**src/hdl/hgca_pkg.sv**
```systemverilog
`default_nettype none

package hgca_pkg;

  // channel and gain formats
  localparam int CHAN_W  = 8;
  localparam int GAIN_W  = 11;
  localparam int FRAC_W  = 10;
  localparam int TDATA_W = 3 * CHAN_W;

  // hue in 1/64 degree
  localparam int DEG60  = 3840;
  localparam int DEG120 = 7680;
  localparam int DEG360 = 23040;
  localparam int HUE_W  = 15;

  // floor(y/15) = (y * RECIP15) >> RECIP_SH, exact for y < 2^22
  localparam int RECIP15  = 4473925;
  localparam int RECIP_SH = 26;

  // pipeline length
  localparam int NST     = 19;
  localparam int DIV_NST = 6;

  // configuration register indexes
  localparam logic [1:0] CFG_HUE_GAIN = 2'd0;
  localparam logic [1:0] CFG_SAT_GAIN = 2'd1;
  localparam logic [1:0] CFG_VAL_GAIN = 2'd2;

  localparam logic [GAIN_W-1:0] HUE_GAIN_RST = 11'd102;
  localparam logic [GAIN_W-1:0] SAT_GAIN_RST = 11'd768;
  localparam logic [GAIN_W-1:0] VAL_GAIN_RST = 11'd768;

  // which channel holds the maximum
  typedef enum logic [1:0] {
    MAX_R = 2'd0,
    MAX_G = 2'd1,
    MAX_B = 2'd2
  } maxsrc_t;

  // one item inside the hue divider
  typedef struct packed {
    logic [19:0] rem;
    logic [11:0] q;
    logic [7:0]  diff;
    maxsrc_t     sel;
    logic        neg;
    logic [29:0] ch;
    logic [29:0] m;
  } dv_t;

  // one restoring division step on quotient bit b
  function automatic dv_t div_step(dv_t a, logic [3:0] b);
    logic [19:0] trial;
    dv_t         o;
    o     = a;
    trial = 20'(a.diff) << b;
    if (a.rem >= trial) begin
      o.rem  = a.rem - trial;
      o.q[b] = 1'b1;
    end
    return o;
  endfunction

endpackage

`default_nettype wire

```
**src/hdl/hsv_gain_color_adjust_core.sv**
```systemverilog
`default_nettype none

// HSV gain colour adjust. Each RGB pixel is taken to hue / saturation / value,
// the three are scaled by the hue, saturation and value gains (unsigned, 10
// fraction bits) and the pixel is rebuilt by the six-sector chroma / X / m rule,
// each channel truncated and saturated to 0..255. A gray pixel has hue 0 and no
// chroma, a scaled hue at or above 360 degrees wraps, and chroma never exceeds
// value. The block is a 19-stage pipeline: one pixel per clock enters while
// in_tready is high. Each stage has its own valid bit and holds its item while
// the stage after it is full and cannot load, so a stalled output does not stop
// transfers into empty stages. The hue quotient comes from a six-stage restoring
// divider, two quotient bits per stage; the chroma times (60 - distance) / 60
// step uses a reciprocal multiply by 1/15 after a shift. The user must write
// gains through the cfg port only while no pixel is in flight; the block does
// not enforce this, and cfg_ready is always high.
module hsv_gain_color_adjust_core (
  input  wire logic                        clk,
  input  wire logic                        rst_n,
  // config write channel
  input  wire logic                        cfg_valid,
  output logic                             cfg_ready,
  input  wire logic [1:0]                  cfg_index,
  input  wire logic [hgca_pkg::GAIN_W-1:0] cfg_data,
  // pixel input
  input  wire logic                        in_tvalid,
  output logic                             in_tready,
  input  wire logic [hgca_pkg::TDATA_W-1:0] in_tdata,  // red_in, green_in, blue_in
  // pixel output
  output logic                             out_tvalid,
  input  wire logic                        out_tready,
  output logic [hgca_pkg::TDATA_W-1:0]     out_tdata   // red_out, green_out, blue_out
);

  localparam int N = hgca_pkg::NST;

  // gain registers
  logic [hgca_pkg::GAIN_W-1:0] hue_gain_r, sat_gain_r, val_gain_r;

  assign cfg_ready = 1'b1;

  always_ff @(posedge clk) begin
    if (!rst_n) begin
      hue_gain_r <= hgca_pkg::HUE_GAIN_RST;
      sat_gain_r <= hgca_pkg::SAT_GAIN_RST;
      val_gain_r <= hgca_pkg::VAL_GAIN_RST;
    end else if (cfg_valid && cfg_ready) begin
      case (cfg_index)
        hgca_pkg::CFG_HUE_GAIN: hue_gain_r <= cfg_data;
        hgca_pkg::CFG_SAT_GAIN: sat_gain_r <= cfg_data;
        hgca_pkg::CFG_VAL_GAIN: val_gain_r <= cfg_data;
        default: ;
      endcase
    end
  end

  // stage valids and per-stage load enables
  logic [N-1:0] vld_r, vld_nxt, en;

  always_comb begin
    en[N-1] = !vld_r[N-1] || out_tready;
    for (int k = N - 2; k >= 0; k--) begin
      en[k] = !vld_r[k] || en[k+1];
    end
  end

  assign vld_nxt   = (en & {vld_r[N-2:0], in_tvalid}) | (~en & vld_r);
  assign in_tready = en[0];

  always_ff @(posedge clk) begin
    if (!rst_n) vld_r <= '0;
    else        vld_r <= vld_nxt;
  end

  // stage 0: capture pixel
  logic [7:0] s0_r_r, s0_g_r, s0_b_r;
  always_ff @(posedge clk) begin
    if (en[0]) begin
      s0_r_r <= in_tdata[7:0];
      s0_g_r <= in_tdata[15:8];
      s0_b_r <= in_tdata[23:16];
    end
  end

  // stage 1: max, min, hue numerator
  logic [7:0]         mx_nxt, mn_nxt, mag_nxt;
  logic signed [8:0]  num_nxt;
  hgca_pkg::maxsrc_t  sel_nxt;
  logic [7:0]         s1_mx_r, s1_diff_r, s1_mag_r;
  hgca_pkg::maxsrc_t  s1_sel_r;
  logic               s1_neg_r;

  always_comb begin
    mx_nxt = s0_r_r;
    mn_nxt = s0_r_r;
    if (s0_g_r > mx_nxt) mx_nxt = s0_g_r;
    if (s0_b_r > mx_nxt) mx_nxt = s0_b_r;
    if (s0_g_r < mn_nxt) mn_nxt = s0_g_r;
    if (s0_b_r < mn_nxt) mn_nxt = s0_b_r;
    // ties favour red, then green
    if (mx_nxt == s0_r_r) begin
      sel_nxt = hgca_pkg::MAX_R;
      num_nxt = $signed({1'b0, s0_g_r}) - $signed({1'b0, s0_b_r});
    end else if (mx_nxt == s0_g_r) begin
      sel_nxt = hgca_pkg::MAX_G;
      num_nxt = $signed({1'b0, s0_b_r}) - $signed({1'b0, s0_r_r});
    end else begin
      sel_nxt = hgca_pkg::MAX_B;
      num_nxt = $signed({1'b0, s0_r_r}) - $signed({1'b0, s0_g_r});
    end
    mag_nxt = num_nxt[8] ? 8'(-num_nxt) : num_nxt[7:0];
  end

  always_ff @(posedge clk) begin
    if (en[1]) begin
      s1_mx_r   <= mx_nxt;
      s1_diff_r <= mx_nxt - mn_nxt;
      s1_mag_r  <= mag_nxt;
      s1_sel_r  <= sel_nxt;
      s1_neg_r  <= num_nxt[8];
    end
  end

  // stage 2: dividend, value times value gain and diff times saturation gain
  logic [19:0]       s2_n_r;
  logic [18:0]       s2_v_r, s2_cs_r;
  logic [7:0]        s2_diff_r;
  hgca_pkg::maxsrc_t s2_sel_r;
  logic              s2_neg_r;

  always_ff @(posedge clk) begin
    if (en[2]) begin
      s2_n_r    <= 20'(s1_mag_r) * 20'(hgca_pkg::DEG60);
      s2_v_r    <= 19'(s1_mx_r) * 19'(val_gain_r);
      s2_cs_r   <= 19'(s1_diff_r) * 19'(sat_gain_r);
      s2_diff_r <= s1_diff_r;
      s2_sel_r  <= s1_sel_r;
      s2_neg_r  <= s1_neg_r;
    end
  end

  // stage 3: raw chroma and full-scale value
  logic [19:0]       s3_n_r;
  logic [29:0]       s3_chr_r, s3_bigv_r;
  logic [7:0]        s3_diff_r;
  hgca_pkg::maxsrc_t s3_sel_r;
  logic              s3_neg_r;

  always_ff @(posedge clk) begin
    if (en[3]) begin
      s3_n_r    <= s2_n_r;
      s3_chr_r  <= 30'(s2_cs_r) * 30'(val_gain_r);
      s3_bigv_r <= {1'b0, s2_v_r, 10'b0};
      s3_diff_r <= s2_diff_r;
      s3_sel_r  <= s2_sel_r;
      s3_neg_r  <= s2_neg_r;
    end
  end

  // stage 4: clamp chroma to value, m = V - C; enters the divider
  hgca_pkg::dv_t s4_r, s4_nxt;
  logic [29:0]   ch_cl;

  always_comb begin
    ch_cl         = (s3_chr_r > s3_bigv_r) ? s3_bigv_r : s3_chr_r;
    s4_nxt.rem    = s3_n_r;
    s4_nxt.q      = '0;
    s4_nxt.diff   = s3_diff_r;
    s4_nxt.sel    = s3_sel_r;
    s4_nxt.neg    = s3_neg_r;
    s4_nxt.ch     = ch_cl;
    s4_nxt.m      = s3_bigv_r - ch_cl;
  end

  always_ff @(posedge clk) begin
    if (en[4]) s4_r <= s4_nxt;
  end

  // stages 5..10: restoring divider, two quotient bits per stage
  hgca_pkg::dv_t dv_r   [hgca_pkg::DIV_NST];
  hgca_pkg::dv_t dv_src [hgca_pkg::DIV_NST];
  hgca_pkg::dv_t dv_nxt [hgca_pkg::DIV_NST];

  assign dv_src[0] = s4_r;

  for (genvar s = 0; s < hgca_pkg::DIV_NST; s++) begin : g_div
    if (s > 0) begin : g_link
      assign dv_src[s] = dv_r[s-1];
    end
    always_comb begin
      dv_nxt[s] = hgca_pkg::div_step(
                    hgca_pkg::div_step(dv_src[s], 4'(11 - 2 * s)), 4'(10 - 2 * s));
    end
    always_ff @(posedge clk) begin
      if (en[5+s]) dv_r[s] <= dv_nxt[s];
    end
  end

  localparam int DL = hgca_pkg::DIV_NST - 1;

  // stage 11: hue assembly, chroma / 3840 quotient
  logic signed [16:0] hue_s;
  logic [14:0]        hue_nxt;
  logic [44:0]        qcp;
  logic [14:0]        s11_hue_r;
  logic [17:0]        s11_qc_r;
  logic [29:0]        s11_ch_r, s11_m_r;

  always_comb begin
    case (dv_r[DL].sel)
      hgca_pkg::MAX_G: hue_s = 17'sd7680;
      hgca_pkg::MAX_B: hue_s = 17'sd15360;
      default:         hue_s = 17'sd0;
    endcase
    if (dv_r[DL].neg) hue_s = hue_s - $signed({5'b0, dv_r[DL].q});
    else              hue_s = hue_s + $signed({5'b0, dv_r[DL].q});
    if (hue_s < 0) hue_s = hue_s + 17'(hgca_pkg::DEG360);
    // gray pixel has no hue
    hue_nxt = (dv_r[DL].diff == 8'd0) ? 15'd0 : hue_s[14:0];
    qcp     = 45'(dv_r[DL].ch[29:8]) * 45'(hgca_pkg::RECIP15);
  end

  always_ff @(posedge clk) begin
    if (en[11]) begin
      s11_hue_r <= hue_nxt;
      s11_qc_r  <= qcp[43:26];
      s11_ch_r  <= dv_r[DL].ch;
      s11_m_r   <= dv_r[DL].m;
    end
  end

  // stage 12: hue times gain, chroma remainder
  logic [25:0] s12_prod_r;
  logic [29:0] rc_full;
  logic [11:0] s12_rc_r;
  logic [17:0] s12_qc_r;
  logic [29:0] s12_ch_r, s12_m_r;

  assign rc_full = s11_ch_r - 30'(s11_qc_r) * 30'(hgca_pkg::DEG60);

  always_ff @(posedge clk) begin
    if (en[12]) begin
      s12_prod_r <= 26'(s11_hue_r) * 26'(hue_gain_r);
      s12_rc_r   <= rc_full[11:0];
      s12_qc_r   <= s11_qc_r;
      s12_ch_r   <= s11_ch_r;
      s12_m_r    <= s11_m_r;
    end
  end

  // stage 13: scaled hue, wrapped below 360 degrees
  logic [15:0] hs0;
  logic [15:0] hs_w;
  logic [14:0] s13_hs_r;
  logic [11:0] s13_rc_r;
  logic [17:0] s13_qc_r;
  logic [29:0] s13_ch_r, s13_m_r;

  assign hs0  = s12_prod_r[25:10];
  assign hs_w = (hs0 >= 16'(hgca_pkg::DEG360)) ? hs0 - 16'(hgca_pkg::DEG360) : hs0;

  always_ff @(posedge clk) begin
    if (en[13]) begin
      s13_hs_r <= hs_w[14:0];
      s13_rc_r <= s12_rc_r;
      s13_qc_r <= s12_qc_r;
      s13_ch_r <= s12_ch_r;
      s13_m_r  <= s12_m_r;
    end
  end

  // stage 14: sector and X weight (60 degrees minus distance to the nearest odd multiple of 60 degrees)
  logic [2:0]  sec_nxt;
  logic [14:0] sec_lo;
  logic [14:0] w_full;
  logic [2:0]  s14_sec_r;
  logic [11:0] s14_w_r, s14_rc_r;
  logic [17:0] s14_qc_r;
  logic [29:0] s14_ch_r, s14_m_r;

  always_comb begin
    sec_nxt = 3'd0;
    for (int k = 1; k < 6; k++) begin
      if (s13_hs_r >= 15'(k * hgca_pkg::DEG60)) sec_nxt = 3'(k);
    end
    sec_lo = 15'(sec_nxt) * 15'(hgca_pkg::DEG60);
    if (sec_nxt[0]) w_full = sec_lo + 15'(hgca_pkg::DEG60) - s13_hs_r;
    else            w_full = s13_hs_r - sec_lo;
  end

  always_ff @(posedge clk) begin
    if (en[14]) begin
      s14_sec_r <= sec_nxt;
      s14_w_r   <= w_full[11:0];
      s14_rc_r  <= s13_rc_r;
      s14_qc_r  <= s13_qc_r;
      s14_ch_r  <= s13_ch_r;
      s14_m_r   <= s13_m_r;
    end
  end

  // stage 15: partial products of chroma times weight
  logic [29:0] s15_qcw_r;
  logic [23:0] s15_rcw_r;
  logic [2:0]  s15_sec_r;
  logic [29:0] s15_ch_r, s15_m_r;

  always_ff @(posedge clk) begin
    if (en[15]) begin
      s15_qcw_r <= 30'(s14_qc_r) * 30'(s14_w_r);
      s15_rcw_r <= 24'(s14_rc_r) * 24'(s14_w_r);
      s15_sec_r <= s14_sec_r;
      s15_ch_r  <= s14_ch_r;
      s15_m_r   <= s14_m_r;
    end
  end

  // stage 16: remainder part divided by 3840
  logic [38:0] xlp;
  logic [11:0] s16_xl_r;
  logic [29:0] s16_qcw_r;
  logic [2:0]  s16_sec_r;
  logic [29:0] s16_ch_r, s16_m_r;

  assign xlp = 39'(s15_rcw_r[23:8]) * 39'(hgca_pkg::RECIP15);

  always_ff @(posedge clk) begin
    if (en[16]) begin
      s16_xl_r  <= xlp[37:26];
      s16_qcw_r <= s15_qcw_r;
      s16_sec_r <= s15_sec_r;
      s16_ch_r  <= s15_ch_r;
      s16_m_r   <= s15_m_r;
    end
  end

  // stage 17: X
  logic [29:0] s17_x_r;
  logic [2:0]  s17_sec_r;
  logic [29:0] s17_ch_r, s17_m_r;

  always_ff @(posedge clk) begin
    if (en[17]) begin
      s17_x_r   <= s16_qcw_r + 30'(s16_xl_r);
      s17_sec_r <= s16_sec_r;
      s17_ch_r  <= s16_ch_r;
      s17_m_r   <= s16_m_r;
    end
  end

  // stage 18: sector mux, add m, drop fraction, saturate
  logic [29:0] ro, go, bo;
  logic [30:0] rs, gs, bs;
  logic [7:0]  ro_nxt, go_nxt, bo_nxt;
  logic [7:0]  s18_r_r, s18_g_r, s18_b_r;

  always_comb begin
    case (s17_sec_r)
      3'd0:    begin ro = s17_ch_r; go = s17_x_r;  bo = '0;       end
      3'd1:    begin ro = s17_x_r;  go = s17_ch_r; bo = '0;       end
      3'd2:    begin ro = '0;       go = s17_ch_r; bo = s17_x_r;  end
      3'd3:    begin ro = '0;       go = s17_x_r;  bo = s17_ch_r; end
      3'd4:    begin ro = s17_x_r;  go = '0;       bo = s17_ch_r; end
      default: begin ro = s17_ch_r; go = '0;       bo = s17_x_r;  end
    endcase
    rs = 31'(ro) + 31'(s17_m_r);
    gs = 31'(go) + 31'(s17_m_r);
    bs = 31'(bo) + 31'(s17_m_r);
    ro_nxt = (rs[30:20] > 11'd255) ? 8'd255 : rs[27:20];
    go_nxt = (gs[30:20] > 11'd255) ? 8'd255 : gs[27:20];
    bo_nxt = (bs[30:20] > 11'd255) ? 8'd255 : bs[27:20];
  end

  always_ff @(posedge clk) begin
    if (en[18]) begin
      s18_r_r <= ro_nxt;
      s18_g_r <= go_nxt;
      s18_b_r <= bo_nxt;
    end
  end

  assign out_tvalid = vld_r[N-1];
  assign out_tdata  = {s18_b_r, s18_g_r, s18_r_r};

  // checks
  a_rst_clears: assert property (@(posedge clk) !rst_n |=> vld_r == '0)
    else $error("pipeline valid bits not cleared by reset");

  a_in_lands: assert property (@(posedge clk) disable iff (!rst_n)
    in_tvalid && in_tready |=> vld_r[0])
    else $error("accepted pixel not held in first stage");

  a_div_range: assert property (@(posedge clk) disable iff (!rst_n)
    vld_r[10] && dv_r[DL].diff != 8'd0 |->
      dv_r[DL].q <= 12'(hgca_pkg::DEG60) && dv_r[DL].rem < 20'(dv_r[DL].diff))
    else $error("hue divider result out of range");

  a_hue_wrap: assert property (@(posedge clk) disable iff (!rst_n)
    vld_r[13] |-> s13_hs_r < 15'(hgca_pkg::DEG360))
    else $error("scaled hue not wrapped");

  a_weight: assert property (@(posedge clk) disable iff (!rst_n)
    vld_r[14] |-> s14_w_r <= 12'(hgca_pkg::DEG60) && s14_sec_r <= 3'd5)
    else $error("sector or weight out of range");

  a_x_le_c: assert property (@(posedge clk) disable iff (!rst_n)
    vld_r[17] |-> s17_x_r <= s17_ch_r)
    else $error("X exceeds chroma");

endmodule

`default_nettype wire

```
**config.mk**
```make
export PLATFORM = sky130hd
export DESIGN_NAME = hsv_gain_color_adjust_core
export DESIGN_NICKNAME = d
export VERILOG_FILES = /design/src/hdl/hgca_pkg.sv /design/src/hdl/hsv_gain_color_adjust_core.sv
export SDC_FILE = /design/constraint.sdc
export NUM_CORES = 2
export LEC_CHECK = 0
export ABC_AREA = 1
export BUFFER_PORTS_ARGS = -buffer_cell sky130_fd_sc_hd__buf_2
export CELL_PAD_IN_SITES_DETAIL_PLACEMENT = 0
export CELL_PAD_IN_SITES_GLOBAL_PLACEMENT = 1
export CORE_MARGIN = 1.5
export CORE_UTILIZATION = 57
export DETAILED_ROUTE_END_ITERATION = 7
export PLACE_DENSITY_LB_ADDON = 0.1
export SYNTH_ARGS = -nofsm -noshare
export SYNTH_HDL_FRONTEND = slang
export SYNTH_SLANG_ARGS = --single-unit
export TNS_END_PERCENT = 30
```
**constraint.sdc**
```tcl
create_clock -name clk -period 48.7 [get_ports clk]
set_input_delay 7.305 -clock clk [delete_from_list [all_inputs] [get_ports clk]]
set_output_delay 7.305 -clock clk [all_outputs]
set_load 0.005 [all_outputs]
```
==> flow_metrics.py <==
metrics = {
    "critical_path": {
        "required_ps": 41400,
        "worstSetupEndpointType": "primary output",
        "cp_num_buf_inv": 13,
        "crit_path_max_fanout": 53,
        "crit_type": "in2out",
        "reg2reg_to": "s1_mag_r[3]",
        "timing.reg2reg.setup_slack_ps": 40090,
        "cp.arrival_ps": 15370,
        "cp_slowest_stage_delay_ps": 640,
        "slowest_stage": "clkinv_2",
        "crit_family": "simple AND/OR/NAND/NOR gates",
        "reg2regPathDepth": 31,
        "cp-start-kind": "input pin",
        "cp_common_cell": "nor2_2",
    },
    "cts": {
        "cts.htree.levels": 4,
        "cts_buffers": 160,
        "cts_resized": 0,
        "hold_buffers": 0,
        "cts_tree": "done",
        "clk_pin_slew_worst_paths_ps": 60,
        "cts_buffer_depth": 3,
        "cts-root-buf": "clkbuf_16",
        "insertion_delay_ps": 840,
        "postCtsSetupBuffers": 0,
        "cts.sinks": 1561,
    },
    "yosys": {
        "avgSynthCellArea_um2": 10.8,
        "synth_warnings": 0,
        "synthesis.nets": 11000,
        "syn_area_um2": 101000,
        "synth_ff_type": "edfxtp_1",
        "synth_edf_count": 1509,
        "syn_inst": 9312,
        "synth-seq-area-share_pct": 46.0,
        "async_flop_share_pct": 0,
        "ys_ff_latch": 1561,
        "synth_cell_types": 61,
    },
    "placed_design": {
        "placed_cell_area_um2": 104000,
        "gp_congestion": 0.909,
        "hpwl_mm": 162,
        "io_buffers": 67,
    },
    "worst_hold_path": {
        "hold_class": "reg2reg",
        "whs_path_depth": 0,
        "hold_start": "dv_r[0][6]",
        "min_to": "dv_r[1][6]",
    },
    "status": {
        "outcome": "finished clean",
    },
    "timing": {
        "setup_violations": 0,
        "hold_violations": 0,
        "fmax_mhz": 44.1,
        "finalCriticalPeriod_ps": 22680,
        "rsz0062_at_grt": "false",
        "max_slew_margin_pct": 22.0,
        "slew_violations": 0,
        "finalClockSkew_ps": 89.5,
        "worst_pin_slew_ps": 1170,
        "fin_tns_setup_ps": 0,
        "min_period_over_period_pct": 46.6,
    },
    "global_routing": {
        "grt_pass1_wl_mm": 342,
        "grt_pass1_vias": 64800,
        "antenna_found_initial": 1,
        "grt_remaining_overflow": 0,
        "grt_use_total_pct": 24.1,
        "grt_max_degree": 82,
    },
    "drt": {
        "final_antenna_net_count": 0,
        "dr.pass1.iters": 6,
        "dr_total_vias": 62300,
        "drc": 0,
        "vias_per_cell": 5.26,
        "first_iter_violations": 3387,
        "totalWireLength_mm": 210,
        "avgRoutedWirePerCell_um": 17.7,
    },
    "cells_and_area": {
        "final_cell_mix": "1837 x inv_1, 1684 x nand2_1, 1509 x edfxtp_1, 934 x ha_1, 759 x fa_1",
        "final_util_pct": 62.1,
        "layout_commonest_cell": "inv_1",
        "area_growth_syn_to_layout_pct": 8.43,
        "drive_gt1_share_pct": 5.09,
        "num-nets-final": 11100,
        "final_area_um2": 109000,
    },
    "floorplan": {
        "die_x_um": 424,
        "io_pins": 69,
        "row_count": 154,
        "start_util_pct": 57.3,
        "die_area_um2": 179000,
        "fp.dieH_um": 424,
        "core_um2": 176000,
    },
    "flow_run": {
        "max_cap_viol_count": 0,
    },
}
==> cell families after synthesis <==
| kind of cell | after synthesis | synth area share, % |
|---|---|---|
| multiplexers | 1 | 0.0112 |
| other | 2 | 0.00745 |
| XOR/XNOR | 392 | 3.41 |
| AND/OR/NAND/NOR | 2486 | 10.1 |
| AO/OA/AOI/OAI | 1088 | 6.01 |
| adder cells (fa/ha/maj) | 1693 | 26.7 |
| buffers and inverters | 2089 | 7.82 |
| flip-flops | 1561 | 46.0 |
==> worst max path at each step <==
stage / from / to / slack (ps) / cells past startpoint
finish: out_tready / in_tready / 26020 / 32
global route: out_tready / in_tready / 24960 / 32
CTS: out_tready / in_tready / 25710 / 32
detailed placement: out_tready / in_tready / 25720 / 32
global placement: out_tready / in_tready / 25970 / 32
floorplan: out_tready / in_tready / 18520 / 30
==> registers in the layout, indices dropped and copies added, names as in the netlist, 29 cells and up, named ones only <==
signal	flops
dv_r	534
dv_nxt	70
s11_ch_r	30
s15_ch_r	30
s15_qcw_r	30
s16_ch_r	30
s16_qcw_r	30
s17_ch_r	30
s17_x_r	30
s3_chr_r	30
s11_m_r	29
s12_m_r	29
s13_m_r	29
s14_m_r	29
s15_m_r	29
s16_m_r	29
s17_m_r	29
==> synth_stat cells (33+ instances only) <==
cell type     n  area [µm²]
inv_1      1840        6910
nand2_1    1684        6320
edfxtp_1   1509       45300
ha_1        934       11700
fa_1        759       15200
a21oi_1     457        2290
nor2_1      377        1420
o21ai_0     336        1680
xor2_1      244        2140
clkbuf_1    202         758
nand3_1     194         971
xnor2_1     148        1300
o22ai_1      86         538
dfxtp_1      52        1040
nor3_1       52         260
nand4_1      46         288
a31oi_1      33         206
==> final cells by class <==
type	instances	area (µm²)
Fill cell	14100	66600
Multi-Input combinational cell	5662	46600
Sequential cell	1561	46400
Inverter	1858	7000
Clock buffer	194	4180
Tap cell	2340	2930
Clock inverter	104	1490
Timing Repair Buffer	121	741
Antenna cell	1	2.50
==> routing by layer <==
metal,vias to the layer above,GRT usage [%],part of all wire (%)
met5,-,0,0
met4,0,8.02,3.2
met3,349,2.63,3.4
met2,1058,43.0,51
met1,30400,30.7,43
li1,30500,-,-
==> through the flow <==
step	cells	hold slack, ps	setup WS (ps)
after CTS	11800	317	25710
after global routing	11800	320	24960
after floorplan	9312	400	18520
after detailed placement	11500	405	25720
final	11800	331	26020
after global placement	11500	400	25970
Power is not shown: default switching activity piles up to over one toggle a cycle in this logic, so the estimate is an artifact.
